**config.mk**
```make
export PLATFORM = sky130hd
export DESIGN_NAME = calendar_date_day_number_convert
export DESIGN_NICKNAME = d
export VERILOG_FILES = /design/src/hw/rtl/cddn_pkg.sv /design/src/hw/rtl/cddn_front.sv /design/src/hw/rtl/cddn_year.sv /design/src/hw/rtl/cddn_month.sv /design/src/hw/rtl/cddn_result.sv /design/src/hw/rtl/calendar_date_day_number_convert.sv
export SDC_FILE = /design/constraint.sdc
export NUM_CORES = 1
export LEC_CHECK = 0
export ABC_CLOCK_PERIOD_IN_PS = 18600
export BUFFER_PORTS_ARGS = -buffer_cell sky130_fd_sc_hd__buf_2
export CAP_MARGIN = 20
export CORE_MARGIN = 3
export CORE_UTILIZATION = 45
export CTS_CLUSTER_SIZE = 40
export DETAILED_ROUTE_END_ITERATION = 10
export GPL_TIMING_DRIVEN = 0
export PLACE_DENSITY = 0.69
export REMOVE_ABC_BUFFERS = 1
export SLEW_MARGIN = 20
export SYNTH_ARGS = -nofsm -noshare
export SYNTH_HDL_FRONTEND = slang
export SYNTH_SLANG_ARGS = --single-unit
```
**constraint.sdc**
```tcl
create_clock -name clk_i -period 18.6 [get_ports clk_i]
set_input_delay 3.72 -clock clk_i [delete_from_list [all_inputs] [get_ports clk_i]]
set_output_delay 3.72 -clock clk_i [all_outputs]
set_load 0.02 [all_outputs]
```
**src/hw/rtl/cddn_pkg.sv**
```systemverilog
// Shared types, constants and calendar tables for the date / day number converter.
package cddn_pkg;

  // Opcodes.
  localparam logic OP_TO_NUMBER = 1'b0;
  localparam logic OP_TO_DATE   = 1'b1;

  // Day number landmarks. A day number of 1 is 0001-01-01.
  localparam logic [19:0] DN_END_1899   = 20'd693595;  // 1899-12-31
  localparam logic [19:0] DN_FIRST_1900 = 20'd693596;  // 1900-01-01
  localparam logic [19:0] DN_END_2027   = 20'd740346;  // 2027-12-31
  // Day count of all years before year 1900 + yo, minus its closed-form correction.
  localparam logic [19:0] DN_YEAR_BASE  = 20'd693594;

  localparam logic [8:0]  DAYS_IN_YEAR  = 9'd365;
  localparam logic [10:0] DAYS_IN_CYCLE = 11'd1461;
  // Reciprocal of the four-year cycle length, exact for offsets below 2^16.
  localparam logic [15:0] CYCLE_RECIP   = 16'd45934;
  localparam int          CYCLE_SHIFT   = 26;
  localparam int          CYCLE_Q_W     = 5;

  // Month search on the shifted day of year: month = (t * 100 + 3007) / 3057.
  localparam logic [15:0] MONTH_SCALE   = 16'd100;
  localparam logic [15:0] MONTH_OFFSET  = 16'd3007;
  localparam logic [15:0] MONTH_STEP    = 16'd3057;
  localparam int          MONTHS        = 12;

  typedef struct packed {
    logic        opcode;
    logic [4:0]  in_day;
    logic [3:0]  in_month;
    logic [6:0]  in_year_offset;
    logic [19:0] in_day_number;
  } in_item_t;

  typedef struct packed {
    logic [19:0] out_day_number;
    logic [4:0]  out_day;
    logic [3:0]  out_month;
    logic [6:0]  out_year_offset;
    logic [2:0]  weekday;
    logic [8:0]  day_of_year;
    logic        leap_year;
    logic [4:0]  month_length;
    logic        valid_res;
  } out_item_t;

  // Fields that both paths carry to the end of the pipeline.
  typedef struct packed {
    logic        op;
    logic [4:0]  day;
    logic [3:0]  month;
    logic [6:0]  year_off;
    logic [19:0] day_num;
    logic        leap;
    logic [4:0]  mlen;
    logic        date_ok;
    logic [8:0]  doy;
  } carry_t;

  typedef struct packed {
    carry_t      c;
    logic [15:0] yr_base;
    logic        in_range;
    logic        first_year;
    logic [8:0]  r_lo;
    logic [15:0] s;
  } front_t;

  typedef struct packed {
    carry_t      c;
    logic [19:0] dn;
    logic        in_range;
    logic        first_year;
    logic [8:0]  r_lo;
    logic [CYCLE_Q_W-1:0] q;
    logic [10:0] rem;
    logic [5:0]  wsum;
  } year_t;

  typedef struct packed {
    carry_t      c;
    logic [19:0] dn;
    logic        in_range;
    logic [8:0]  t;
    logic [8:0]  doy1;
    logic [6:0]  yo1;
    logic        lp1;
    logic [3:0]  mo;
    logic [2:0]  wd;
  } month_t;

  function automatic logic [8:0] days_before_month(input logic [3:0] m);
    logic [8:0] v;
    case (m)
      4'd1:    v = 9'd0;
      4'd2:    v = 9'd31;
      4'd3:    v = 9'd61;
      4'd4:    v = 9'd92;
      4'd5:    v = 9'd122;
      4'd6:    v = 9'd153;
      4'd7:    v = 9'd183;
      4'd8:    v = 9'd214;
      4'd9:    v = 9'd245;
      4'd10:   v = 9'd275;
      4'd11:   v = 9'd306;
      4'd12:   v = 9'd336;
      default: v = 9'd0;
    endcase
    return v;
  endfunction

  function automatic logic [4:0] month_length(input logic [3:0] m, input logic leap);
    logic [4:0] v;
    case (m)
      4'd1, 4'd3, 4'd5, 4'd7, 4'd8, 4'd10, 4'd12: v = 5'd31;
      4'd4, 4'd6, 4'd9, 4'd11:                    v = 5'd30;
      4'd2:    v = leap ? 5'd29 : 5'd28;
      default: v = 5'd0;
    endcase
    return v;
  endfunction

  // Sum of the octal digits; congruent to the argument modulo 7.
  function automatic logic [5:0] octal_digit_sum(input logic [19:0] x);
    logic [20:0] xe;
    logic [5:0]  s;
    xe = {1'b0, x};
    s  = '0;
    for (int i = 0; i < 7; i++) begin
      s = s + 6'(xe[3*i +: 3]);
    end
    return s;
  endfunction

endpackage

```
**src/hw/rtl/cddn_front.sv**
```systemverilog
// First pipeline stage: date decoding and day number range split.
module cddn_front (
  input  logic                clk_i,
  input  logic                rst_ni,
  input  logic                valid_i,
  output logic                ready_o,
  input  cddn_pkg::in_item_t  item_i,
  output logic                valid_o,
  input  logic                ready_i,
  output cddn_pkg::front_t    stage_o
);

  cddn_pkg::front_t stage_d, stage_q;
  logic             valid_q;
  logic             en;
  logic             leap;
  logic [4:0]       mlen;
  logic [1:0]       adj;
  logic [7:0]       yo_up;
  logic [19:0]      r_full;

  always_comb begin
    leap  = (item_i.in_year_offset[1:0] == 2'b00) && (item_i.in_year_offset != 7'd0);
    mlen  = cddn_pkg::month_length(item_i.in_month, leap);
    adj   = (item_i.in_month > 4'd2) ? (leap ? 2'd1 : 2'd2) : 2'd0;
    yo_up = {1'b0, item_i.in_year_offset} + 8'd3;

    stage_d.c.op       = item_i.opcode;
    stage_d.c.day      = item_i.in_day;
    stage_d.c.month    = item_i.in_month;
    stage_d.c.year_off = item_i.in_year_offset;
    stage_d.c.day_num  = item_i.in_day_number;
    stage_d.c.leap     = leap;
    stage_d.c.mlen     = mlen;
    stage_d.c.date_ok  = (item_i.in_day != 5'd0) && (mlen != 5'd0) &&
                         (item_i.in_day <= mlen);
    stage_d.c.doy      = cddn_pkg::days_before_month(item_i.in_month) +
                         9'(item_i.in_day) - 9'(adj);

    // Days from 1900-01-01 to the year's start plus one, before the common base.
    stage_d.yr_base    = 16'(item_i.in_year_offset) * 16'(cddn_pkg::DAYS_IN_YEAR) +
                         16'(yo_up[7:2]) + 16'(item_i.in_year_offset == 7'd0);

    stage_d.in_range   = (item_i.in_day_number > cddn_pkg::DN_END_1899) &&
                         (item_i.in_day_number <= cddn_pkg::DN_END_2027);
    r_full             = item_i.in_day_number - cddn_pkg::DN_FIRST_1900;
    stage_d.first_year = r_full[15:0] < 16'(cddn_pkg::DAYS_IN_YEAR);
    stage_d.r_lo       = r_full[8:0];
    stage_d.s          = r_full[15:0] - 16'(cddn_pkg::DAYS_IN_YEAR);
  end

  assign en      = !valid_q || ready_i;
  assign ready_o = en;
  assign valid_o = valid_q;
  assign stage_o = stage_q;

  always_ff @(posedge clk_i or negedge rst_ni) begin
    if (!rst_ni) begin
      valid_q <= 1'b0;
    end else if (en) begin
      valid_q <= valid_i;
    end
  end

  always_ff @(posedge clk_i) begin
    if (en && valid_i) begin
      stage_q <= stage_d;
    end
  end

endmodule

```
**src/hw/rtl/cddn_year.sv**
```systemverilog
// Day number assembly, four-year cycle split and weekday digit sum (two stages).
module cddn_year (
  input  logic               clk_i,
  input  logic               rst_ni,
  input  logic               valid_i,
  output logic               ready_o,
  input  cddn_pkg::front_t   stage_i,
  output logic               valid_o,
  input  logic               ready_i,
  output cddn_pkg::year_t    stage_o
);

  typedef struct packed {
    cddn_pkg::carry_t c;
    logic [19:0] dn;
    logic        in_range;
    logic        first_year;
    logic [8:0]  r_lo;
    logic [15:0] s;
    logic [cddn_pkg::CYCLE_Q_W-1:0] q;
    logic [19:0] x;
  } split_t;

  split_t           b_d, b_q;
  cddn_pkg::year_t  c_d, c_q;
  logic             vb_q, vc_q;
  logic             en_b, en_c;
  logic [31:0]      prod;
  logic [15:0]      rem_full;

  always_comb begin
    prod          = 32'(stage_i.s) * 32'(cddn_pkg::CYCLE_RECIP);
    b_d.c          = stage_i.c;
    b_d.dn         = cddn_pkg::DN_YEAR_BASE + 20'(stage_i.yr_base) + 20'(stage_i.c.doy);
    b_d.in_range   = stage_i.in_range;
    b_d.first_year = stage_i.first_year;
    b_d.r_lo       = stage_i.r_lo;
    b_d.s          = stage_i.s;
    b_d.q          = prod[cddn_pkg::CYCLE_SHIFT +: cddn_pkg::CYCLE_Q_W];
    b_d.x          = (stage_i.c.op == cddn_pkg::OP_TO_DATE) ?
                     (stage_i.c.day_num - 20'd1) : (b_d.dn - 20'd1);
  end

  always_comb begin
    rem_full       = b_q.s - 16'(b_q.q) * 16'(cddn_pkg::DAYS_IN_CYCLE);
    c_d.c          = b_q.c;
    c_d.dn         = b_q.dn;
    c_d.in_range   = b_q.in_range;
    c_d.first_year = b_q.first_year;
    c_d.r_lo       = b_q.r_lo;
    c_d.q          = b_q.q;
    c_d.rem        = rem_full[10:0];
    c_d.wsum       = cddn_pkg::octal_digit_sum(b_q.x);
  end

  assign en_c    = !vc_q || ready_i;
  assign en_b    = !vb_q || en_c;
  assign ready_o = en_b;
  assign valid_o = vc_q;
  assign stage_o = c_q;

  always_ff @(posedge clk_i or negedge rst_ni) begin
    if (!rst_ni) begin
      vb_q <= 1'b0;
      vc_q <= 1'b0;
    end else begin
      if (en_b) begin
        vb_q <= valid_i;
      end
      if (en_c) begin
        vc_q <= vb_q;
      end
    end
  end

  always_ff @(posedge clk_i) begin
    if (en_b && valid_i) begin
      b_q <= b_d;
    end
    if (en_c && vb_q) begin
      c_q <= c_d;
    end
  end

endmodule

```
**src/hw/rtl/cddn_month.sv**
```systemverilog
// Year and day of year recovery, then month search and weekday fold (two stages).
module cddn_month (
  input  logic               clk_i,
  input  logic               rst_ni,
  input  logic               valid_i,
  output logic               ready_o,
  input  cddn_pkg::year_t    stage_i,
  output logic               valid_o,
  input  logic               ready_i,
  output cddn_pkg::month_t   stage_o
);

  typedef struct packed {
    cddn_pkg::carry_t c;
    logic [19:0] dn;
    logic        in_range;
    logic [8:0]  t;
    logic [8:0]  doy1;
    logic [6:0]  yo1;
    logic        lp1;
    logic [3:0]  w2;
  } dayof_t;

  dayof_t           d_d, d_q;
  cddn_pkg::month_t e_d, e_q;
  logic             vd_q, ve_q;
  logic             en_d, en_e;
  logic [1:0]       yr_in;
  logic [10:0]      yr_days;
  logic [10:0]      rem_doy;
  logic [8:0]       doy1;
  logic             lp1;
  logic [15:0]      xm;
  logic [3:0]       mo;
  logic [2:0]       w3;

  // Stage D: year inside the four-year cycle, then the shifted day of year.
  always_comb begin
    if (stage_i.rem >= 11'(3 * cddn_pkg::DAYS_IN_YEAR)) begin
      yr_in = 2'd3;
    end else if (stage_i.rem >= 11'(2 * cddn_pkg::DAYS_IN_YEAR)) begin
      yr_in = 2'd2;
    end else if (stage_i.rem >= 11'(cddn_pkg::DAYS_IN_YEAR)) begin
      yr_in = 2'd1;
    end else begin
      yr_in = 2'd0;
    end
    yr_days = 11'(yr_in) * 11'(cddn_pkg::DAYS_IN_YEAR);
    rem_doy = stage_i.rem - yr_days + 11'd1;
    doy1    = stage_i.first_year ? (stage_i.r_lo + 9'd1) : rem_doy[8:0];
    // The leap year of each cycle is its last one; 1900 itself is common.
    lp1     = !stage_i.first_year && (yr_in == 2'd3);

    d_d.c        = stage_i.c;
    d_d.dn       = stage_i.dn;
    d_d.in_range = stage_i.in_range;
    d_d.doy1     = doy1;
    d_d.lp1      = lp1;
    d_d.yo1      = stage_i.first_year ? 7'd0 : (7'({stage_i.q, yr_in}) + 7'd1);
    // Shift past February so that every month has the same formula.
    if (doy1 > 9'd59) begin
      if (!lp1) begin
        d_d.t = doy1 + 9'd2;
      end else if (doy1 > 9'd60) begin
        d_d.t = doy1 + 9'd1;
      end else begin
        d_d.t = doy1;
      end
    end else begin
      d_d.t = doy1;
    end
    d_d.w2 = {1'b0, stage_i.wsum[5:3]} + {1'b0, stage_i.wsum[2:0]};
  end

  // Stage E: month from twelve parallel threshold compares.
  always_comb begin
    xm = 16'(d_q.t) * cddn_pkg::MONTH_SCALE + cddn_pkg::MONTH_OFFSET;
    mo = 4'd0;
    for (int m = 1; m <= cddn_pkg::MONTHS; m++) begin
      if (xm >= 16'(m) * cddn_pkg::MONTH_STEP) begin
        mo = mo + 4'd1;
      end
    end
    w3 = d_q.w2[2:0] + 3'(d_q.w2[3]);

    e_d.c        = d_q.c;
    e_d.dn       = d_q.dn;
    e_d.in_range = d_q.in_range;
    e_d.t        = d_q.t;
    e_d.doy1     = d_q.doy1;
    e_d.yo1      = d_q.yo1;
    e_d.lp1      = d_q.lp1;
    e_d.mo       = mo;
    e_d.wd       = (w3 == 3'd7) ? 3'd0 : w3;
  end

  assign en_e    = !ve_q || ready_i;
  assign en_d    = !vd_q || en_e;
  assign ready_o = en_d;
  assign valid_o = ve_q;
  assign stage_o = e_q;

  always_ff @(posedge clk_i or negedge rst_ni) begin
    if (!rst_ni) begin
      vd_q <= 1'b0;
      ve_q <= 1'b0;
    end else begin
      if (en_d) begin
        vd_q <= valid_i;
      end
      if (en_e) begin
        ve_q <= vd_q;
      end
    end
  end

  always_ff @(posedge clk_i) begin
    if (en_d && valid_i) begin
      d_q <= d_d;
    end
    if (en_e && vd_q) begin
      e_q <= e_d;
    end
  end

endmodule

```
**src/hw/rtl/cddn_result.sv**
```systemverilog
// Last stage: day of month, result selection and the output register.
module cddn_result (
  input  logic                clk_i,
  input  logic                rst_ni,
  input  logic                valid_i,
  output logic                ready_o,
  input  cddn_pkg::month_t    stage_i,
  output logic                valid_o,
  input  logic                ready_i,
  output cddn_pkg::out_item_t item_o
);

  cddn_pkg::out_item_t item_d, item_q;
  logic                valid_q;
  logic                en;
  logic [8:0]          dom;

  always_comb begin
    dom    = stage_i.t - cddn_pkg::days_before_month(stage_i.mo);
    item_d = '0;
    if (stage_i.c.op == cddn_pkg::OP_TO_NUMBER) begin
      item_d.out_day         = stage_i.c.day;
      item_d.out_month       = stage_i.c.month;
      item_d.out_year_offset = stage_i.c.year_off;
      item_d.leap_year       = stage_i.c.leap;
      item_d.month_length    = stage_i.c.mlen;
      if (stage_i.c.date_ok) begin
        item_d.out_day_number = stage_i.dn;
        item_d.weekday        = stage_i.wd;
        item_d.day_of_year    = stage_i.c.doy;
        item_d.valid_res      = 1'b1;
      end
    end else begin
      item_d.out_day_number = stage_i.c.day_num;
      if (stage_i.in_range) begin
        item_d.out_day         = dom[4:0];
        item_d.out_month       = stage_i.mo;
        item_d.out_year_offset = stage_i.yo1;
        item_d.weekday         = stage_i.wd;
        item_d.day_of_year     = stage_i.doy1;
        item_d.leap_year       = stage_i.lp1;
        item_d.month_length    = cddn_pkg::month_length(stage_i.mo, stage_i.lp1);
        item_d.valid_res       = 1'b1;
      end
    end
  end

  assign en      = !valid_q || ready_i;
  assign ready_o = en;
  assign valid_o = valid_q;
  assign item_o  = item_q;

  always_ff @(posedge clk_i or negedge rst_ni) begin
    if (!rst_ni) begin
      valid_q <= 1'b0;
    end else if (en) begin
      valid_q <= valid_i;
    end
  end

  always_ff @(posedge clk_i) begin
    if (en && valid_i) begin
      item_q <= item_d;
    end
  end

endmodule

```
**src/hw/rtl/calendar_date_day_number_convert.sv**
```systemverilog
// Top level of the Gregorian date / scalar day number converter.
//
// The converter takes one item per clock cycle when the output side does not
// stall, and returns one result item for each, in order. Opcode 0 turns a date
// (day, month, year minus 1900) into a day number where 1 is 0001-01-01, and
// opcode 1 turns a day number back into a date; both report the weekday (0 is
// Monday), the day of the year, the leap flag and the month length. Invalid
// dates give day number 0 with valid_res low, and day numbers outside the years
// 1900 to 2027 echo the day number with every other field and valid_res at 0.
// The six register stages are: date decode and range split, day number sum and
// the reciprocal multiply that finds the four-year cycle, cycle remainder and
// weekday digit sum, year and day of year, month compare, and the output
// register. Each stage holds its own valid bit and moves whenever the stage after
// it is free, so bubbles close up under stall and in_stall_o rises only when
// every stage holds an item that cannot advance.

module calendar_date_day_number_convert (
  input  logic                clk_i,
  input  logic                rst_ni,
  input  logic                in_valid_i,
  output logic                in_stall_o,
  input  cddn_pkg::in_item_t  in_item_i,
  output logic                out_valid_o,
  input  logic                out_stall_i,
  output cddn_pkg::out_item_t out_item_o
);

  cddn_pkg::front_t front_stage;
  cddn_pkg::year_t  year_stage;
  cddn_pkg::month_t month_stage;

  logic front_ready, front_valid;
  logic year_ready, year_valid;
  logic month_ready, month_valid;
  logic result_ready;

  // The ready chain runs back from the output register through every stage.
  assign in_stall_o = !front_ready;

  cddn_front u_front (
    .clk_i   (clk_i),
    .rst_ni  (rst_ni),
    .valid_i (in_valid_i),
    .ready_o (front_ready),
    .item_i  (in_item_i),
    .valid_o (front_valid),
    .ready_i (year_ready),
    .stage_o (front_stage)
  );

  cddn_year u_year (
    .clk_i   (clk_i),
    .rst_ni  (rst_ni),
    .valid_i (front_valid),
    .ready_o (year_ready),
    .stage_i (front_stage),
    .valid_o (year_valid),
    .ready_i (month_ready),
    .stage_o (year_stage)
  );

  cddn_month u_month (
    .clk_i   (clk_i),
    .rst_ni  (rst_ni),
    .valid_i (year_valid),
    .ready_o (month_ready),
    .stage_i (year_stage),
    .valid_o (month_valid),
    .ready_i (result_ready),
    .stage_o (month_stage)
  );

  cddn_result u_result (
    .clk_i   (clk_i),
    .rst_ni  (rst_ni),
    .valid_i (month_valid),
    .ready_o (result_ready),
    .stage_i (month_stage),
    .valid_o (out_valid_o),
    .ready_i (!out_stall_i),
    .item_o  (out_item_o)
  );

endmodule

```
## Word-level counts from Yosys, hierarchy flattened

Memory sizes are Yosys's and may differ from the RTL's. A register that Yosys moved wholly into a read port is not among the register bits.
Index checks and enable logic that the tools add are counted.

- Add/sub/neg operators: 39
- $mul: 5
- Divide/modulo/power cells: 0
- Order comparisons: 22
- Equality and inequality tests: 26
- Shifts and indexed selects: 0
- Mux-type cells: 32
- Bitwise operators: 0
- Reduce and logical (&&, ||, !) cells: 35

Operator list:

| operator | number |
|---|---|
| 16-bit by 15-bit >= comparator with 1-bit output, second input constant | 5 |
| 55-bit two-way mux | 1 |
| 16-bit by 14-bit >= comparator with 1-bit output, second input constant | 3 |
| 4-bit two-way mux | 12 |
| 4-bit by 1-bit adder with 4-bit output, second input constant | 10 |
| 4-bit == test, second input constant | 10 |
| 20-bit two-way mux | 2 |
| 20-bit by 1-bit subtractor with 20-bit output, second input constant | 2 |
| 9-bit two-way mux | 4 |
| 35-bit two-way mux | 1 |
| 4-bit by 3-bit == test with 1-bit output, second input constant | 8 |
| 16-bit >= comparator, second input constant | 2 |
| 16-bit by 15-bit multiplier with 30-bit output, second input constant | 1 |
| 5-bit case mux with 3 select lines | 2 |
| 9-bit by 1-bit adder with 9-bit output, second input constant | 3 |
| 6-bit by 3-bit adder with 6-bit output | 4 |
| 20-bit by 16-bit adder with 20-bit output, first input constant | 1 |
| 20-bit by 9-bit adder with 20-bit output | 1 |
| 20-bit greater-than comparator, second input constant | 1 |
| 20-bit less-or-equal comparator, second input constant | 1 |
| 9-bit by 6-bit greater-than comparator with 1-bit output, second input constant | 2 |
| 16-bit by 1-bit adder with 16-bit output | 1 |
| 16-bit by 12-bit adder with 16-bit output, second input constant | 1 |
| 16-bit by 6-bit adder with 16-bit output | 1 |
| other kinds (42) | 80 |

- Bits in registers: 590
- Bits in latches: 0
- RAM bits: 0
- ROM bits: 288
- Input bits: 41
- Output and inout port bits: 57
- Word-level logic and storage cells: 255
- Memories: 2

Memories:

| name | words | bits a word | rd ports | clocked after memory_dff | wr ports | line | text |
|---|---|---|---|---|---|---|---|
| (name not given) | 16 | 9 | 1 | 0 | 0 | cddn_pkg.sv:95 | `case (m)` |
| (name not given) | 16 | 9 | 1 | 1 | 0 | cddn_pkg.sv:95 |  |

## Logic depth before layout (Yosys ltp)

- Word-level depth: 27
- Gate-level depth with buffers: 44
- Mapped depth without buffers: 42

## Cells and area by module

From an unflattened synthesis, not the netlist that was laid out.

- Cells, all modules: 2595
- Area, all modules: 34125.2 um2

By module, submodules not included:

| module | instances | cells an instance | area an instance (um2) |
|---|---|---|---|
| cddn_year | 1 | 1080 | 14457.6 |
| cddn_month | 1 | 779 | 10754.1 |
| cddn_front | 1 | 545 | 6269.8 |
| cddn_result | 1 | 189 | 2636.3 |
| calendar_date_day_number_convert | 1 | 2 | 7.5 |

## Worst setup path before layout

Ideal clock, no wire load.

- Path type: register -> register
- Start point: register u_month.d_q[23] (netlist bit)
- End point: register (tool-made name)
- Setup time: 0.121 ns
- Arrival time: 8.928 ns
- Slack: 9.550 ns
- Stages on the path, launching flop included: 40
- Buffers on the path: 1
- Clock period less this slack: 9.050 ns
- Cell sequence: edfxtp_1 > ha_1 > ha_1 > fa_1 > ha_1 > nor2b_1 > o31a_1 > a41oi_2 > and4_1 > buf_2 > a22oi_1 > a311oi_2 > nor3_1 > and3_1 > ha_1 > xnor2_1 > ha_1 > o31ai_1 > [... 4 more ...] > a211oi_1 > ha_1 > xnor2_1 > o221a_2 > inv_1 > ha_1 > xor2_1 > a22o_1 > mux2i_1 > o21ai_0 > ha_1 > xor2_1 > nor2_1 > a311o_1 > mux2i_1 > ha_1 > mux2i_1 > mux2_4

RTL lines:

| element | line | text |
|---|---|---|
| start, declared | cddn_month.sv:24 | `dayof_t d_d, d_q;` |
| start signal, assigned | cddn_month.sv:119 | `d_q <= d_d;` |

==> run metrics <==
Tightest Pin Transition=1.07 ns; hold path cells=0; Cell Area, Synth=32600 um2; CTS tree=done; Reg2Reg Depth=40; die height=275 um; crit-path max FO=11; dpl cells=3496; async set or reset register ratio after synthesis=1.05%; Multi-input gate area=13900 um2; first-pass iteration count of the detailed router=7; placed instance area=34600 um2; IO Port Bufs=97; crit start category=flip-flop; drt wl/cell=17.6 um; r2r setup slk=7.59 ns; Critical-path top delay cell=xor2_1; synthesis-stage register bit count=569; # DRC=0; Worst Hold End=u_month.stage_o[71]; largest net degree at the start of global routing=77; crit path kind=reg2reg; routed vias/inst=5.17; clk root buf=clkbuf_16; Post-synth top flop=edfxtp_1; core area=71600 um2; Yosys cell types=93; Period minus WS final=11.01 ns; TritonCTS buffer count=55; hold_buf cts=0; Post-Syn Instances=2463; setup ws final=7.59 ns; number of antenna violations at the first check in global routing=2; post-cts resize count=0; Layout fillers=6059; R2R Path Start=u_month.d_q[22]; largest area contributor in the netlist=edfxtp_1; Clock Sinks=569; total negative slack=0 ns; RSZ-0062 raised after global routing=no; worst hold path type=reg2reg; first-pass GRT wire length=102000 um; max_slew headroom=28.8%; FF+latch area=17000 um2; # IOs=98; post-CTS setup buffers=0; layout cells sized above 1=9.33%; Iter 0 DRT Violations=1064; hpwl dp=48800 um; # setup viols final=0; cell mode on critical path=ha_1; yosys warns=0; Clock Skews=0.0285 ns; number of synthesized flops with an enable pin=558; Final GP Congestion=0.856; Final Hold Viols=0; layout net count=3138; GRT overflow=0; period utilisation layout=59.2%; vias in the first global route=19300; Starting Density=45.6%; total track usage=17.0%; WL final=63500 um; Place WS=7.83 ns; Crit path largest cell delay=0.69 ns; crit path capture type=flip-flop; Critical Path RT=19.08 ns; non-filler cells, final=3599; Max-Cap Viols=0; post-synth top area share=51.3%; outcome=complete, no violations; routed vias=18600; Slew Limit Fails=0; Antenna Violating Nets Remaining=0; H-tree levels=2; sequential area share after synthesis=52.1%; CTS Buffer Depth=3; post-synthesis to final-layout area growth=11.6%; Min-Delay Startpoint=u_month.d_q[68]; CP arrival=11.49 ns; Clock transition at path regs=0.07 ns; Skew-Pair Late Insertion Delay=0.61 ns; fmax=90.8 MHz; top post-synthesis cells by area=edfxtp_1 (51%), ha_1 (13%), fa_1 (9.6%); die width=275 um; total die area=75800 um2; Syn Area/Cell=13.3 um2; finished layout cell area=36400 um2; num rows=98
-- final cells by class --
cell class / instances / area share, %
clock inverters: 36 / 1.13
diodes: 1 / 0.00687
well taps: 950 / 3.26
flip-flops and latches: 569 / 46.7
multi-input cells: 1440 / 38.3
repair buffers: 113 / 2.33
inverters: 424 / 4.38
clock buffers: 66 / 3.92
-- cell usage in the layout (no fill, tap or decap), types with 10 or more instances in the layout --
master / synthesis / routed
edfxtp_1: 558 / 558
inv_1: 422 / 422
ha_1: 338 / 338
fa_1: 156 / 156
xnor2_1: 130 / 130
buf_2: 5 / 97
a21oi_1: 95 / 95
nor2_1: 82 / 82
nand2_1: 66 / 66
clkbuf_16: 0 / 55
o21ai_0: 53 / 53
xor2_1: 52 / 52
a22o_1: 43 / 43
a21o_1: 34 / 34
nand3_1: 32 / 32
nand2b_1: 28 / 28
nor3_1: 27 / 27
o21bai_1: 23 / 23
mux2i_1: 23 / 23
nor2b_1: 21 / 19
a31oi_1: 16 / 16
a211oi_1: 15 / 15
and3_1: 12 / 12
nand4_1: 11 / 11
o31ai_1: 10 / 10
clkbuf_1: 15 / 10
clkinv_2: 0 / 10
-- synthesized netlist by cell type (6+ instances only) --
| master | count |
|---|---|
| edfxtp_1 | 558 |
| inv_1 | 422 |
| ha_1 | 338 |
| fa_1 | 156 |
| xnor2_1 | 130 |
| a21oi_1 | 95 |
| nor2_1 | 82 |
| nand2_1 | 66 |
| o21ai_0 | 53 |
| xor2_1 | 52 |
| a22o_1 | 43 |
| a21o_1 | 34 |
| nand3_1 | 32 |
| nand2b_1 | 28 |
| nor3_1 | 27 |
| mux2i_1 | 23 |
| o21bai_1 | 23 |
| nor2b_1 | 21 |
| a31oi_1 | 16 |
| a211oi_1 | 15 |
| clkbuf_1 | 15 |
| and3_1 | 12 |
| and2_1 | 11 |
| nand4_1 | 11 |
| a21boi_0 | 10 |
| o31ai_1 | 10 |
| mux2_2 | 9 |
| o211ai_1 | 9 |
| o21a_1 | 9 |
| nor4_1 | 8 |
| buf_1 | 6 |
| dfrtp_1 | 6 |
| o2111ai_1 | 6 |
-- cells by family after synthesis --
family                   synth area share (%)
AO/OA/AOI/OAI                            8.35
XOR/XNOR                                 5.37
flip-flops                               52.1
adder cells (fa/ha/maj)                  22.5
other                                  0.0115
multiplexers                             1.22
buffers and inverters                    5.29
AND/OR/NAND/NOR                          5.13
-- critical path: cells and delay by family (launching register included) --
family	cells	cell delay, ns
flip-flops	1	0.50
multiplexers	4	0.85
adder cells (fa/ha/maj)	11	3.65
AND/OR/NAND/NOR	5	0.85
XOR/XNOR	5	1.50
buffers and inverters	4	0.45
AO/OA/AOI/OAI	11	3.06
-- through the flow --
stage / hold slack [ns] / utilization [%]
detailed placement: 0.405 / 48.3
floorplan: 0.400 / -
CTS: 0.392 / 50.9
global placement: 0.400 / 47.7
finish: 0.394 / 50.9
global route: 0.409 / 50.9
-- state kept, by name (all words and copies together), names as in the netlist, named ones only --
| signal | cells |
|---|---|
| u_month.d_q | 100 |
| u_result.item_o | 53 |
| u_year.stage_o | 100 |
| u_year.vb_q | 1 |
| u_month.stage_o | 99 |
| u_year.b_q | 114 |
| u_month.valid_o | 1 |
| u_month.vd_q | 1 |
| u_result.valid_o | 1 |
| u_front.valid_o | 1 |
| u_front.stage_o | 92 |
| u_year.valid_o | 1 |
-- per-layer routing --
| metal | GRT usage (%) | vias to the layer above | routed length, um |
|---|---|---|---|
| met5 | 0 | - | 0 |
| met4 | 4.82 | 0 | 1680 |
| met3 | 2.76 | 96 | 2760 |
| met2 | 28.7 | 330 | 30900 |
| met1 | 22.7 | 9220 | 28100 |
| li1 | - | 8973 | - |
-- worst max path at each step --
stage,startpoint,to
2_1_floorplan,u_month.d_q[23],flip-flop
3_3_place_gp,out_stall_i,u_year.stage_o[100]
3_5_place_dp,u_month.d_q[22],flip-flop
4_1_cts,u_month.d_q[22],flip-flop
5_1_grt,u_month.d_q[22],flip-flop
6_report,u_month.d_q[22],flip-flop
Power is not shown: default switching activity piles up to over one toggle a cycle in this logic, so the estimate is an artifact.
